## src/rtl/core/spe_pkg.sv

```systemverilog
// ----------------------------------------------------------------------------
// Shortest path engine package
// Opcodes, status codes, graph sizes and result fields shared by the engine.
// ----------------------------------------------------------------------------
package spe_pkg;

    localparam int NODE_COUNT  = 32;
    localparam int WEIGHT_BITS = 8;
    localparam int NODE_BITS   = 5;
    localparam int DIST_BITS   = 13;
    localparam int DIST_MAX    = 8191;

    typedef enum logic [1:0] {
        OP_ADD_EDGE    = 2'd0,
        OP_REMOVE_EDGE = 2'd1,
        OP_REMOVE_NODE = 2'd2,
        OP_QUERY       = 2'd3
    } opcode_t;

    typedef enum logic [2:0] {
        ST_SAME_NODE   = 3'd0,
        ST_DST_ISOLATE = 3'd1,
        ST_SRC_ISOLATE = 3'd2,
        ST_FOUND       = 3'd3,
        ST_UNREACHABLE = 3'd4
    } status_t;

    // Time fields of one result, derived from a saturated distance.
    typedef struct packed {
        logic [7:0] hours;
        logic [5:0] minutes;
        logic [5:0] seconds_part;
    } travel_time_t;

endpackage

```

## src/rtl/core/spe_time_conv.sv

```systemverilog
// ----------------------------------------------------------------------------
// Travel time converter
// Turns a distance into hours, minutes and seconds at 75 seconds per unit,
// by repeated subtraction of 3600 and then of 60.
// ----------------------------------------------------------------------------
module spe_time_conv
    import spe_pkg::*;
(
    input  logic                 aclk,
    input  logic                 aresetn,
    input  logic                 start,
    input  logic [DIST_BITS-1:0] distance,
    output logic                 done,
    output travel_time_t         time_out
);

    typedef enum logic [1:0] {
        TC_IDLE,
        TC_HOURS,
        TC_MINUTES,
        TC_DONE
    } tc_state_t;

    localparam int SEC_BITS = 20;

    tc_state_t            state_reg;
    logic [SEC_BITS-1:0]  rem_reg;
    logic [8:0]           hours_reg;
    logic [5:0]           minutes_reg;
    logic [SEC_BITS-1:0]  product;

    // distance * 75 = distance * 64 + distance * 8 + distance * 2 + distance
    assign product = {1'b0, distance, 6'd0} + {4'd0, distance, 3'd0}
                   + {6'd0, distance, 1'd0} + {7'd0, distance};

    always_ff @(posedge aclk) begin
        if (!aresetn) begin
            state_reg <= TC_IDLE;
        end else begin
            unique case (state_reg)
                TC_IDLE: begin
                    if (start) begin
                        rem_reg     <= product;
                        hours_reg   <= '0;
                        minutes_reg <= '0;
                        state_reg   <= TC_HOURS;
                    end
                end
                TC_HOURS: begin
                    if (rem_reg >= SEC_BITS'(3600)) begin
                        rem_reg   <= rem_reg - SEC_BITS'(3600);
                        hours_reg <= hours_reg + 9'd1;
                    end else begin
                        state_reg <= TC_MINUTES;
                    end
                end
                TC_MINUTES: begin
                    if (rem_reg >= SEC_BITS'(60)) begin
                        rem_reg     <= rem_reg - SEC_BITS'(60);
                        minutes_reg <= minutes_reg + 6'd1;
                    end else begin
                        state_reg <= TC_DONE;
                    end
                end
                TC_DONE: state_reg <= TC_IDLE;
                default: state_reg <= TC_IDLE;
            endcase
        end
    end

    assign done                  = (state_reg == TC_DONE);
    assign time_out.hours        = (hours_reg > 9'd255) ? 8'd255 : hours_reg[7:0];
    assign time_out.minutes      = minutes_reg;
    assign time_out.seconds_part = rem_reg[5:0];

endmodule
```

## config.mk

```make
export PLATFORM = sky130hd
export DESIGN_NAME = spe_time_conv
export DESIGN_NICKNAME = d
export VERILOG_FILES = /design/src/rtl/core/spe_pkg.sv /design/src/rtl/core/spe_time_conv.sv
export SDC_FILE = /design/constraint.sdc
export NUM_CORES = 1
export LEC_CHECK = 0
export BUFFER_PORTS_ARGS = -buffer_cell sky130_fd_sc_hd__buf_2
export CORE_MARGIN = 10
export CORE_UTILIZATION = 60
export DETAILED_ROUTE_END_ITERATION = 12
export PLACE_DENSITY_LB_ADDON = 0.2
export SYNTH_ARGS = -nofsm -noshare
export SYNTH_HDL_FRONTEND = slang
export SYNTH_SLANG_ARGS = --single-unit
```

## constraint.sdc

```tcl
create_clock -name aclk -period 4.38 [get_ports aclk]
set_input_delay 0.219 -clock aclk [delete_from_list [all_inputs] [get_ports aclk]]
set_output_delay 0.219 -clock aclk [all_outputs]
set_load 0.005 [all_outputs]
```

==> metrics.md <==
| Metric | Value |
|---|---|
| Synth-to-Final Area Change | `6.81%` |
| Vias per inst | `5.72` |
| Cell area after placement | `0.00410 mm2` |
| Distinct cell type count after synthesis | `55` |
| # diodes | `0` |
| Reg2reg end | `rem_reg[17]` |
| Worst hold stages | `3` |
| RSZ-0062 raised after global routing | `no` |
| Nets@finish | `540` |
| Top achievable clock speed | `0.309 GHz` |
| Hold Slack | `0.180 ns` |
| Crit start category | `primary input` |
| Hold endpoint | `state_reg[1]` |
| Max-Slew Margin vs Limit | `42.1%` |
| Placeable Area | `0.00635 mm2` |
| Max Cap Viol | `0` |
| Mapped Nets | `516` |
| Top cells by area, synth | `edfxtp_1, ha_1, fa_1, inv_1, o21ai_0` |
| GP Congestion | `0.792` |
| Die Height | `101 um` |
| I/O pins | `37` |
| Tcrit/Tclk final | `73.8%` |
| Commonest non-fill, non-tap cell in the layout | `inv_1` |
| Seq cells post-synth | `37` |
| Number of port buffers | `36` |
| GR Overflow Total | `0` |
| Root buffer cell | `clkbuf_8` |
| Critical path, cell by cell | `buf_2, inv_1, fa_1, inv_1, ha_1, ha_1, inv_1, fa_1, nand2b_1, a21oi_1, o21ai_1, o21ai_0, xor2_1, mux2_2` |
| Setup_tns | `0 ns` |
| # Post-CTS Setup Buffers | `0` |
| Final antenna-violating net count | `0` |
| First-pass GRT wire length | `13900 um` |
| Post-CTS Resized | `0` |
| Initial antenna violation count | `0` |
| Clk buf depth | `2` |
| Worst R2R Start | `state_reg[0]` |
| Clock Latency Late Sink | `0.28 ns` |
| Max-slew violations | `0` |
| Slew @ Worst Pin | `0.868 ns` |
| Min Tclk post-route | `3.23 ns` |
| Post-synth top area cell | `edfxtp_1` |
| Final Hold Violating Endpoints | `0` |
| WL final | `7900 um` |
| Worst Path Arrival | `3.27 ns` |
| YS warnings | `0` |
| Syn Std Cell Area | `0.00392 mm2` |
| Number of synthesized flops with an enable pin | `35` |
| Max reg flops | `20` |
| Average wire per standard cell | `14.5 um` |
| Drt drc | `0` |
| Slowest CP cell | `fa_1` |
| Initial Utilization | `61.7%` |
| Avg Cell Area, Syn | `8.86 um2` |
| Design area | `0.00418 mm2` |
| H-tree levels | `2` |
| Total track usage | `16.0%` |
| Crit Path Max Fanout | `4` |
| Asr flop ratio synth | `0%` |
| Hold path start | `aresetn` |
| Share of the synthesized area in the top cell type | `26.8%` |
| DR vias | `3110` |
| Setup-failing EPs final | `0` |
| Share of cells above drive strength 1 | `13.1%` |
| Fill cells | `529` |
| Largest delay share family, worst path | `adder cells` |
| Die ar. | `0.0102 mm2` |
| Seq/Total Area, Yosys | `27.9%` |
| Most frequent cells in the layout | `inv_1, ha_1, buf_2` |
| Req. time, crit path | `4.42 ns` |
| VDD IR-drop max | `507 uV` |
| Hold Crit Class | `primary input to flop` |
| CTS tree | `yes` |
| Clk sinks | `37` |
| Pleak | `1.79 nW` |
| CTS Hold Bufs | `0` |
| Synth Instances | `442` |
| Reg2reg path depth | `7` |
| Power density over cell area | `587 mW/mm2` |
| Pre-antenna DRT Iters | `4` |
| Detailed placement HPWL | `6300 um` |
| TritonCTS Buffers | `5` |
| Status | `finished clean` |
| Crit. End Element | `flop` |
| Worst-path clk slew | `0.07 ns` |
| First-iteration detailed-routing DRC count | `139` |
| Die X | `101 um` |
| Vias in the first global route | `3113` |
| Largest net degree at the start of global routing | `27` |
| CP bufs+invs | `4` |
| Flop2flop setup slack | `1.73 ns` |
| Main synth FF type | `edfxtp_1` |
| Setup CP Type | `primary input to flop` |
| Fin Clk Skew | `0.00491 ns` |
| Most frequent CP cell | `inv_1` |
| Std cell rows | `29` |
| Critical Path Max Stage Delay | `0.54 ns` |
==> worst max-delay path by stage <==
stage	cells past startpoint	slack, ns	start	to
after floorplan	13	1.22	distance[0]	rem_reg[15]
after global placement	14	0.95	distance[0]	rem_reg[15]
after detailed placement	14	0.84	distance[0]	rem_reg[15]
after CTS	14	1.15	distance[0]	rem_reg[15]
after global routing	12	0.79	distance[1]	rem_reg[16]
final	14	1.15	distance[0]	rem_reg[15]
==> synth_stat cells, drive strengths merged, types with 3 or more instances <==
library cell and instances:
o31ai 3, o21bai 3, or2 9, a22oi 4, xor2 13, o21a 3
xnor2 14, mux2i 5, and2 4, nor2b 3, o21ai 32, and3 6
nor3b 3, inv 53, nand4 4, nand3 18, buf 13, edfxtp 35
nand2 29, nor3 13, nand2b 7, a211oi 3, clkbuf 9, a21oi 30
ha 39, nor2 29, o22ai 4, a31oi 4, fa 19, nor4 5
==> where the power goes <==
group,leakage [nW],total [mW],internal (mW),switching [mW]
clock,0.0450,0.223,0.110,0.113
sequential,0.353,0.808,0.632,0.176
combinational,1.39,1.42,0.605,0.819
total,1.79,2.45,1.35,1.11
==> final cells by class <==
type	count	area [um2]	share of cell area, %
multi-input cells	330	2510	60.0
flip-flops and latches	37	1090	26.1
repair buffers	39	203	4.85
inverters	53	199	4.76
well taps	77	96.3	2.30
clock buffers	6	72.6	1.73
clock inverters	2	10.0	0.239
==> worst reg2reg max path: stages (launching register included) <==
cell and delay, ns:
dfxtp_1 0.34, inv_1 0.10, ha_1 0.73, inv_1 0.39, o22ai_1 0.34, nor3b_1 0.22
a21oi_1 0.08, a221oi_1 0.28
==> layer usage <==
layer / global-route usage (%) / share of wire [%] / up-vias
met5: 0 / 0 / -
met4: 4.02 / 1.2 / 0
met3: 2.67 / 5.0 / 6
met2: 27.1 / 49 / 63
met1: 20.5 / 45 / 1439
li1: - / - / 1602
==> per-stage QoR <==
| stage | std cells | utilization [%] | setup WS, ns | power, mW |
|---|---|---|---|---|
| 5_1_grt | 544 | 65.9 | 0.787 | 2.71 |
| 2_1_floorplan | 442 | - | 1.22 | 1.92 |
| 3_3_place_gp | 536 | 64.6 | 0.949 | 2.20 |
| 3_5_place_dp | 536 | 64.6 | 0.836 | 2.23 |
| 6_report | 544 | 65.9 | 1.15 | 2.45 |
| 4_1_cts | 544 | 65.9 | 1.15 | 2.46 |
==> logic make-up after synthesis <==
logic type	Yosys count	share of synthesized area [%]
simple gates	135	17.6
compound gates	103	16.0
buf+inv	75	8.15
fa+ha+maj	58	22.2
flops	37	27.9
xor+xnor	27	6.04
mux	7	2.14
(Power assumes the default switching activity.)
